**src/rtl/bgb_pkg.sv**
```systemverilog
package bgb_pkg;

  // Default geometry of the font and the glyph store.
  localparam int DEF_GLYPH_HEIGHT = 16;
  localparam int DEF_GLYPH_WIDTH  = 8;
  localparam int DEF_MAX_GLYPHS   = 256;

  // Fixed field widths of the command and result ports.
  localparam int CODE_W   = 8;
  localparam int COL_W    = 9;
  localparam int ROW_W    = 8;
  localparam int COLOR_W  = 32;
  localparam int LROW_W   = 4;
  localparam int BITS_W   = 8;
  localparam int ADDR_W   = 32;
  localparam int DATA_W   = 64;
  localparam int PITCH_W  = 16;
  localparam int COUNT_W  = 9;
  localparam int CFG_IDX_W = 2;
  localparam int CFG_DATA_W = 32;

  // Reset values of the configuration registers.
  localparam logic [ADDR_W-1:0]  RST_FRAME_BASE  = '0;
  localparam logic [PITCH_W-1:0] RST_LINE_PITCH  = 16'd4096;
  localparam logic [COUNT_W-1:0] RST_GLYPH_COUNT = 9'd256;

  // Command codes carried on the command input.
  localparam logic CMD_DRAW = 1'b0;
  localparam logic CMD_LOAD = 1'b1;

  // Configuration register indexes.
  typedef enum logic [CFG_IDX_W-1:0] {
    CFG_FRAME_BASE  = 2'd0,
    CFG_LINE_PITCH  = 2'd1,
    CFG_GLYPH_COUNT = 2'd2
  } cfg_index_t;

  // Controller states.
  typedef enum logic [1:0] {
    ST_IDLE,
    ST_MUL,
    ST_SUM,
    ST_EMIT
  } state_t;

  // Commands from the controller to the datapath.
  typedef struct packed {
    logic capture;
    logic load;
    logic mult;
    logic sum;
    logic emit;
    logic row_end;
    logic last;
  } dp_cmd_t;

endpackage

```
**src/rtl/bgb_ctrl.sv**
```systemverilog
module bgb_ctrl
  import bgb_pkg::*;
#(
  parameter int GLYPH_HEIGHT = DEF_GLYPH_HEIGHT,
  parameter int GLYPH_WIDTH  = DEF_GLYPH_WIDTH,
  localparam int PAIRS = (GLYPH_WIDTH + 1) / 2,
  localparam int RC_W  = (GLYPH_HEIGHT > 1) ? $clog2(GLYPH_HEIGHT) : 1,
  localparam int PC_W  = (PAIRS > 1) ? $clog2(PAIRS) : 1
) (
  input  logic            clk,
  input  logic            rst,
  input  logic            start,
  input  logic            command,
  output logic            busy,
  output dp_cmd_t         cmd,
  output logic [RC_W-1:0] rd_row,
  output logic [PC_W-1:0] pair
);

  state_t          state, state_next;
  logic [RC_W-1:0] row_cnt, row_cnt_next;
  logic [PC_W-1:0] pair_cnt, pair_cnt_next;

  // State and counter registers.
  always_ff @(posedge clk) begin
    if (rst) begin
      state    <= ST_IDLE;
      row_cnt  <= '0;
      pair_cnt <= '0;
    end else begin
      state    <= state_next;
      row_cnt  <= row_cnt_next;
      pair_cnt <= pair_cnt_next;
    end
  end

  // Next state and datapath commands.
  always_comb begin
    state_next    = state;
    row_cnt_next  = row_cnt;
    pair_cnt_next = pair_cnt;
    cmd           = '0;
    case (state)
      ST_IDLE: begin
        if (start) begin
          if (command == CMD_DRAW) begin
            cmd.capture = 1'b1;
            state_next  = ST_MUL;
          end else begin
            cmd.load = 1'b1;
          end
        end
      end
      ST_MUL: begin
        cmd.mult   = 1'b1;
        state_next = ST_SUM;
      end
      ST_SUM: begin
        cmd.sum    = 1'b1;
        state_next = ST_EMIT;
      end
      ST_EMIT: begin
        cmd.emit      = 1'b1;
        pair_cnt_next = pair_cnt + 1'b1;
        if (pair_cnt == PC_W'(PAIRS - 1)) begin
          pair_cnt_next = '0;
          cmd.row_end   = 1'b1;
          row_cnt_next  = row_cnt + 1'b1;
          if (row_cnt == RC_W'(GLYPH_HEIGHT - 1)) begin
            cmd.last     = 1'b1;
            row_cnt_next = '0;
            state_next   = ST_IDLE;
          end
        end
      end
      default: begin
        state_next = ST_IDLE;
      end
    endcase
  end

  // The store read is registered, so it is addressed by the coming row.
  assign rd_row = row_cnt_next;
  assign pair   = pair_cnt;
  assign busy   = (state != ST_IDLE);

endmodule

```
**config.mk**
```make
export PLATFORM = sky130hd
export DESIGN_NAME = bgb_ctrl
export DESIGN_NICKNAME = d
export VERILOG_FILES = /design/src/rtl/bgb_pkg.sv /design/src/rtl/bgb_ctrl.sv
export SDC_FILE = /design/constraint.sdc
export NUM_CORES = 1
export LEC_CHECK = 0
export BUFFER_PORTS_ARGS = -buffer_cell sky130_fd_sc_hd__buf_2
export CORE_AREA = 4 4 41 43
export CTS_CLUSTER_SIZE = 10
export DETAILED_ROUTE_END_ITERATION = 6
export DIE_AREA = 0 0 45 47
export MAX_ROUTING_LAYER = met4
export PLACE_DENSITY_LB_ADDON = 0.05
export SYNTH_ARGS = -nofsm -noshare
export SYNTH_HDL_FRONTEND = slang
export SYNTH_SLANG_ARGS = --single-unit
```
**constraint.sdc**
```tcl
create_clock -name clk -period 1.8 [get_ports clk]
set_input_delay 0.36 -clock clk [delete_from_list [all_inputs] [get_ports clk]]
set_output_delay 0.36 -clock clk [all_outputs]
set_load 0.02 [all_outputs]
```
==> metrics.md, run 1 <==
| Metric | Value |
|---|---|
| Proportion of synthesized chip area in sequential cells | `0.332` |
| Leading cell type in the layout, fill and taps excluded | `sky130_fd_sc_hd__buf_2` |
| Power density over cell area | `around 870 mW/mm^2` |
| Share of the synthesized area in the top cell type | `0.332` |
| Slew margin rel. | `0.822` |
| Final count of hold timing violations | `0` |
| Cell depth of the worst hold path | `2` |
| Flop-to-flop setup slack | `~0.45 ns` |
| Number of buffers added to fix hold violations after cts | `0` |
| Final estimated routing congestion in global placement | `0.750` |
| Antenna violations before repair | `0` |
| Clk_lat worst skew | `0.25 ns` |
| Chip Height | `approximately 47 um` |
| Detailed-route wire length per cell | `roughly 12 um` |
| Wire length of the first global-routing pass | `1830 um` |
| Final setup violation count | `0` |
| Detail Route Antenna Nets | `0` |
| TritonCTS clock tree | `done` |
| Cells taking the most area after synthesis | `sky130_fd_sc_hd__dfxtp_1 33%, sky130_fd_sc_hd__ha_1 16%, sky130_fd_sc_hd__mux2i_1 4.2%` |
| Maximum fanout along the worst path | `4` |
| Period utilization | `0.977` |
| Buffers added on ports | `17` |
| Net count of the finished layout | `90` |
| Worst Reg-to-Reg Cells | `5` |
| Dpl hpwl | `roughly 760 um` |
| Die area | `roughly 0.0021 mm^2` |
| Number of storage elements in the synthesis netlist | `8` |
| Number of global-route vias before repair | `between 400 and 500` |
| Setup TNS Final | `0 ns` |
| Leakage Power | `around 0.00036 uW` |
| Type of destination of the critical path | `primary output` |
| Root Driver | `sky130_fd_sc_hd__clkbuf_4` |
| Vias | `469` |
| Num ports | `18` |
| Most frequent cells in the layout | `14 x sky130_fd_sc_hd__buf_2, 5 x sky130_fd_sc_hd__inv_1, 5 x sky130_fd_sc_hd__buf_4` |
| Number of buffers on the longest clock path | `2` |
| Post-detailed-routing wire length | `around 1100 um` |
| First-pass detailed-route iteration total | `4` |
| Worst Skew | `about 0.0070 ns` |
| Number of flops mapped to enable cells by yosys | `0` |
| CTS Buf Count | `3` |
| Commonest register cell after synthesis | `sky130_fd_sc_hd__dfxtp_1` |
| Largest area contributor in the synthesized netlist | `sky130_fd_sc_hd__dfxtp_1` |
| Worst setup path class | `reg2out` |
| Post-route minimum period | `around 1.8 ns` |
| Hold path startpoint | `rst` |
| Filler cell count | `~130` |
| Worst path required time | `about 1.4 ns` |
| Post-Synthesis Cells | `55` |
| Maximum number of pins on one net before global-route repair | `10` |
| Total number of clock tree sinks | `8` |
| Drc violations | `0` |
| Total gr overflow | `0` |
| H-tree depth | `1` |
| Worst vdd rail ir drop | `~0.57 mV` |
| Horizontal die dimension | `between 40 and 50 um` |
| Max capacitance violation total | `0` |
| Overall track demand over capacity in global routing | `0.126` |
| Initial core utilization | `0.370` |
| Std-Cell Rows | `13` |
| Via/cell ratio | `between 5 and 6` |
| Total core area | `~0.0013 mm^2` |
| Status | `finished clean` |
| Slew of the pin with the lowest slew margin | `around 0.27 ns` |
| Arrival time reported for the critical path endpoint | `between 1 and 1.5 ns` |
| Share of synthesized registers carrying an async set or reset | `0` |
| Netlist area before placement | `~480 um^2` |
| HP Class | `in2reg` |
| Final Max Slew Viols | `0` |
| Startpoint type of the worst setup path | `flop` |
| Endpoint of the worst hold-timing path | `state[0]$_SDFFE_PP0P_` |
| Setup repair after global routing missed its margin | `yes` |
| Synthesized netlist net count | `between 60 and 70` |
| P&R area growth vs syn | `55.1%` |
| Synth unique cells | `24` |
| Worst reg2reg path endpoint | `state[0]$_SDFFE_PP0P_` |
| CTS clk-pin slew, worst paths | `approximately 0.06 ns` |
| Fraction of final layout cells with drive strength greater than 1 | `0.564` |
| Final core area utilization | `0.574` |
| Detailed router's first-iteration violation count | `6` |
| N_diodes | `0` |
| Avg Synthesized Cell Area | `8.76 um^2` |
| Fmax | `approximately 570 MHz` |
| Launch instance of the worst register-to-register path | `pair[0]$_SDFFE_PP0P_` |
| Total of warnings raised by yosys | `0` |
worst max-delay path: stages (launching register included):
cell and delay, ns:
sky130_fd_sc_hd__dfxtp_4 0.37, sky130_fd_sc_hd__ha_4 0.17, sky130_fd_sc_hd__nand3_4 0.09, sky130_fd_sc_hd__or3_4 0.34, sky130_fd_sc_hd__nand2_2 0.08, sky130_fd_sc_hd__buf_6 0.11
where the power goes:
group	internal, uW	total, uW	switching, uW
combinational	120	285	165
sequential	204	228	24.4
clock	76.2	136	60.0
cells by family after synthesis:
family | share of synthesized area
muxes | 0.0649
adders and majority gates | 0.156
DFF | 0.332
xor gates and xnor gates | 0.0182
and+or+nand+nor | 0.236
AOI/OAI and AO/OA | 0.130
buffers and inverters | 0.0623
through the flow:
| step | worst slack (ns) | cells | area (um^2) | total power (uW) | hold WS [ns] |
|---|---|---|---|---|---|
| after floorplan | 0.0140 | 55 | 482 | 412 | 0.429 |
| after global placement | 0.116 | 88 | 589 | 490 | 0.514 |
| after detailed placement | 0.0921 | 88 | 589 | 492 | 0.532 |
| after CTS | 0.00334 | 92 | 684 | 654 | 0.376 |
| after global routing | -0.0354 | 93 | 747 | 713 | 0.394 |
| final | 0.0407 | 93 | 747 | 650 | 0.390 |
synth_stat cells (all sizes together) (2+ instances only):
cell	n
ha	6
nor2b	2
a21oi	3
dfxtp	8
a211oi	2
nor2	4
inv	5
mux2i	2
nand2	5
nand2b	3
nand3	2
state kept, by name (all words and copies together) (netlist names):
register	flops
state	2
pair	2
row_cnt	4
cell type report:
cell class | count | area (um^2) | share of cell area
multi-input combinational | 41 | 383 | 0.513
sequential | 8 | 174 | 0.233
timing repair buffer | 21 | 130 | 0.174
clock buffer | 3 | 22.5 | 0.0302
inverter | 5 | 18.8 | 0.0251
tap | 15 | 18.8 | 0.0251
worst max-delay path by stage:
stage,cells past startpoint,to,slack (ns),start
after detailed placement,5,rd_row[3],0.09,pair[0]$_SDFFE_PP0P_
after CTS,5,rd_row[0],0.003,state[0]$_SDFFE_PP0P_
after global placement,5,rd_row[3],0.12,pair[0]$_SDFFE_PP0P_
after global routing,5,rd_row[3],-0.04,pair[0]$_SDFFE_PP0P_
final,5,rd_row[3],0.04,pair[0]$_SDFFE_PP0P_
after floorplan,5,rd_row[3],0.01,state[1]$_SDFFE_PP0P_
routing by layer:
| layer | wire length, um | GRT usage |
|---|---|---|
| met5 | 0 | - |
| met4 | 9 | 0.0351 |
| met3 | 64 | 0.0690 |
| met2 | 557 | 0.181 |
| met1 | 486 | 0.151 |
timing repair:
action / in CTS / in global routing
gates resized for setup: 18 / 14
hold endpoints to repair: 0 / 0
setup buffers: 1 / 1
setup endpoints to repair: 4 / 5
pin swaps: 2 / 4
No activity file was read; power rests on OpenSTA's default activity.
==> inputs of run 2 (changes only) <==
Settings changed: ABC_AREA set to 1, MAX_ROUTING_LAYER met4 to unset.
==> run 2 against run 1 <==
  * Worst setup slack got worse by 0.0014 ns
  * First-iteration DRC count up 17%
  * Global-route usage grew 0.077 points
  * Critical path depth grew 2
  * Flip-flop and latch count stayed put
  * Core utilization is 1.2 points lower
  * Routed wire length up 8.9%
  * Sequential share of layout area is 0.21 points lower
  * Area after synthesis rose by 2.3%
  * Highest routed layer unchanged
==> metrics.md, run 2 <==
| Metric | Value |
|---|---|
| Status | `finished clean` |
| Relative contribution of the clock network to total power | `0.195 (-0.015)` |
| Power density over cell area | `980 mW/mm^2 (+13%)` |
| Clk_lat worst skew | `0.25 ns (about the same)` |
| Final core area utilization | `0.563 (-0.0115)` |
| Total number of clock tree sinks | `8 (unchanged)` |
| Worst path required time | `1.44 ns (about the same)` |
| Vias | `523 (+12%)` |
| Detailed-route wire length per cell | `11.0 um (-8.8%)` |
| Setup TNS Final | `0 ns (unchanged)` |
| Post-route minimum period | `1.76 ns (+0.00137 ns)` |
| Std-Cell Rows | `13 (unchanged)` |
| Type of destination of the critical path | `primary output` |
| Dpl hpwl | `829 um (+8.5%)` |
| Switching fraction of total power | `0.423 (+0.0386)` |
| Proportion of synthesized chip area in sequential cells | `0.325 (-0.00759)` |
| CTS Buf Count | `3 (unchanged)` |
| Netlist area before placement | `493 um^2 (+2.3%)` |
| Final count of hold timing violations | `0 (unchanged)` |
| Register with the highest flop count | `row_cnt` |
| Period utilization | `0.978 (about the same)` |
| Share of the synthesized area in the top cell type | `0.325 (-0.00759)` |
| Most common library cells after synthesis | `15 x sky130_fd_sc_hd__nand2_1, 12 x sky130_fd_sc_hd__inv_1, 10 x sky130_fd_sc_hd__nor2_1, 8 x sky130_fd_sc_hd__dfxtp_1, 6 x sky130_fd_sc_hd__ha_1` |
| Maximum number of pins on one net before global-route repair | `8 (-2)` |
| Slew of the pin with the lowest slew margin | `0.188 ns (-0.0788 ns)` |
| Overall track demand over capacity in global routing | `0.127 (+0.000765)` |
| Commonest register cell after synthesis | `sky130_fd_sc_hd__dfxtp_1` |
| Leading cell type in the layout, fill and taps excluded | `sky130_fd_sc_hd__nand2_1` |
| Net count of the finished layout | `108 (+20%)` |
| Total gr overflow | `0 (unchanged)` |
| TritonCTS clock tree | `done` |
| Filler cell count | `128 (-0.78%)` |
| Max capacitance violation total | `0 (unchanged)` |
| Most frequent cells in the layout | `15 x sky130_fd_sc_hd__nand2_1, 14 x sky130_fd_sc_hd__buf_2, 12 x sky130_fd_sc_hd__inv_1` |
| Synthesized netlist net count | `80 (+23%)` |
| Antenna violations before repair | `0 (unchanged)` |
| Maximum fanout along the worst path | `6 (+2)` |
| Detail Route Antenna Nets | `0 (unchanged)` |
| Simple-gate share of the synthesized area | `0.322 (+0.0860)` |
| Number of global-route vias before repair | `465 (+12%)` |
| H-tree depth | `1 (unchanged)` |
| Leakage Power | `0.000413 uW (+14%)` |
| Number of storage elements in the synthesis netlist | `8 (unchanged)` |
| Worst Skew | `0.00348 ns (-0.00348 ns)` |
| Final design instance area without fill | `732 um^2 (-2.0%)` |
| Via/cell ratio | `4.71 (-6.6%)` |
| Post-detailed-routing wire length | `1220 um (+8.9%)` |
| Synth Area in XOR/XNOR | `0 (-0.0182)` |
| Most frequent cell after synthesis | `sky130_fd_sc_hd__nand2_1` |
| Arrival time reported for the critical path endpoint | `1.40 ns (about the same)` |
| Final setup violation count | `0 (unchanged)` |
| Slew margin rel. | `0.874 (+0.0520)` |
| Switching Power | `303 uW (+21%)` |
| Detailed router's first-iteration violation count | `7 (+1)` |
| Fmax | `568 MHz (about the same)` |
| Initial core utilization | `0.379 (+0.00865)` |
| CTS clk-pin slew, worst paths | `0.06 ns (about the same)` |
| Number of flops mapped to enable cells by yosys | `0 (unchanged)` |
| Drc violations | `0 (unchanged)` |
| Proportion of synthesized area in mux cells | `0 (-0.0649)` |
| Combinational power share | `0.466 (+0.027)` |
| Total of warnings raised by yosys | `0 (unchanged)` |
| Total core area | `0.00130 mm^2 (unchanged)` |
| P&R area growth vs syn | `48.5%` |
| Number of buffers added to fix hold violations after cts | `0 (unchanged)` |
| Worst vdd rail ir drop | `0.574 mV (+1.4%)` |
| Share of synthesized registers carrying an async set or reset | `0 (unchanged)` |
| Fraction of the mapped netlist area in adder cells | `0.152 (-0.00356)` |
| Number of flip-flops in the largest register | `4 (unchanged)` |
| Main combinational cell family by area after synthesis | `simple AND/OR/NAND/NOR gates` |
| Startpoint type of the worst setup path | `flop` |
| Share of the synthesized area in compound gates (AO/OA/AOI/OAI) | `0.0990 (-0.0309)` |
| Worst setup path class | `reg2out` |
| Chip Height | `47 um (unchanged)` |
| Wire length of the first global-routing pass | `1880 um (+2.6%)` |
| Largest area contributor in the synthesized netlist | `sky130_fd_sc_hd__dfxtp_1` |
| Setup repair after global routing missed its margin | `yes` |
| Post-Synthesis Cells | `70 (+27%)` |
| Die area | `0.00212 mm^2 (unchanged)` |
| Synth unique cells | `17 (-29%)` |
| Part of the total power dissipated in sequential elements | `0.339 (-0.013)` |
| Root Driver | `sky130_fd_sc_hd__clkbuf_4` |
| HP Class | `in2reg` |
| Number of buffers on the longest clock path | `2 (unchanged)` |
| First-pass detailed-route iteration total | `4 (unchanged)` |
| Area post-placement | `599 um^2 (+1.7%)` |
| Avg Synthesized Cell Area | `7.04 um^2 (-20%)` |
| Cells taking the most area after synthesis | `sky130_fd_sc_hd__dfxtp_1 32%, sky130_fd_sc_hd__ha_1 15%, sky130_fd_sc_hd__nand2_1 11%` |
| Final Max Slew Viols | `0 (unchanged)` |
| Internal power summed over all cells | `414 uW (+3.4%)` |
| Num ports | `18 (unchanged)` |
| Buffers added on ports | `17 (unchanged)` |
| Horizontal die dimension | `45 um (unchanged)` |
| Fraction of final layout cells with drive strength greater than 1 | `0.427 (-0.137)` |
| Final estimated routing congestion in global placement | `0.730 (-2.7%)` |
| N_diodes | `0 (unchanged)` |
==> run 2: changes by cell type after synthesis, sizes merged, moves of 2 or more <==
cell / change
nand2: +12
inv: +7
nor2: +6
nand2b: -3
mux2i: -2
nor2b: -2
==> run 2: stage by stage <==
stage	worst slack (ns)	total power [uW]	cells	hold WS [ns]
2_1_floorplan	0.0311	467	70	0.422
3_3_place_gp	0.168	543	102	0.494
3_5_place_dp	0.145	547	102	0.496
4_1_cts	0.00481	716	107	0.347
5_1_grt	-0.0239	780	111	0.373
6_report	0.0394	717	111	0.356
==> run 2: worst paths after layout <==
| check | end | slack, ns | depth (start not counted) | from |
|---|---|---|---|---|
| worst min-delay path | row_cnt[2]$_SDFF_PP0_ | 0.36 | 2 | rst |
| worst min register to register | row_cnt[0]$_SDFF_PP0_ | 0.53 | 2 | row_cnt[0]$_SDFF_PP0_ |
| worst max register to register | row_cnt[1]$_SDFF_PP0_ | 0.59 | 7 | pair[0]$_SDFFE_PP0P_ |
| worst max-delay path | rd_row[1] | 0.04 | 7 | pair[0]$_SDFFE_PP0P_ |
==> run 2: logic make-up after synthesis <==
kind of cell               after synthesis
and+or+nand+nor                         35
buffers and inverters                   13
AOI/OAI and AO/OA                        8
DFF                                      8
adders and majority gates                6
==> run 2: per-layer routing <==
| layer | up-vias | global-route usage | routed length, um |
|---|---|---|---|
| met3 | 2 | 0.0230 | 100 |
| li1 | 271 | - | - |
| met2 | 15 | 0.206 | 553 |
| met5 | - | 0 | 0 |
| met4 | 0 | 0.105 | 17 |
| met1 | 235 | 0.144 | 546 |
==> run 2: layout make-up <==
cell class / instances / area [um^2] / share of cell area
flip-flops and latches: 8 / 169 / 0.231
well taps: 15 / 18.8 / 0.0256
multi-input cells: 49 / 322 / 0.439
repair buffers: 23 / 149 / 0.203
inverters: 13 / 51.3 / 0.0701
clock buffers: 3 / 22.5 / 0.0308
==> run 2: critical path, stage by stage, from the launching register on <==
cell,delay [ns]
sky130_fd_sc_hd__dfxtp_4,0.35
sky130_fd_sc_hd__ha_4,0.16
sky130_fd_sc_hd__nand2_4,0.11
sky130_fd_sc_hd__inv_4,0.04
sky130_fd_sc_hd__or2_1,0.21
sky130_fd_sc_hd__o21ai_2,0.07
sky130_fd_sc_hd__inv_1,0.07
sky130_fd_sc_hd__buf_6,0.13
==> run 2: repair_timing <==
item,in CTS,in global routing
resized for setup,9,12
pin swaps,2,5
setup endpoints to repair,3,3
buffers inserted,2,4
==> run 2: power groups by stage <==
stage	Sequential, uW	Clock, uW	Combinational, uW
after floorplan	237	0	230
after global placement	229	0	314
after detailed placement	230	0	317
after CTS	242	146	328
after global routing	248	152	381
final	243	140	334
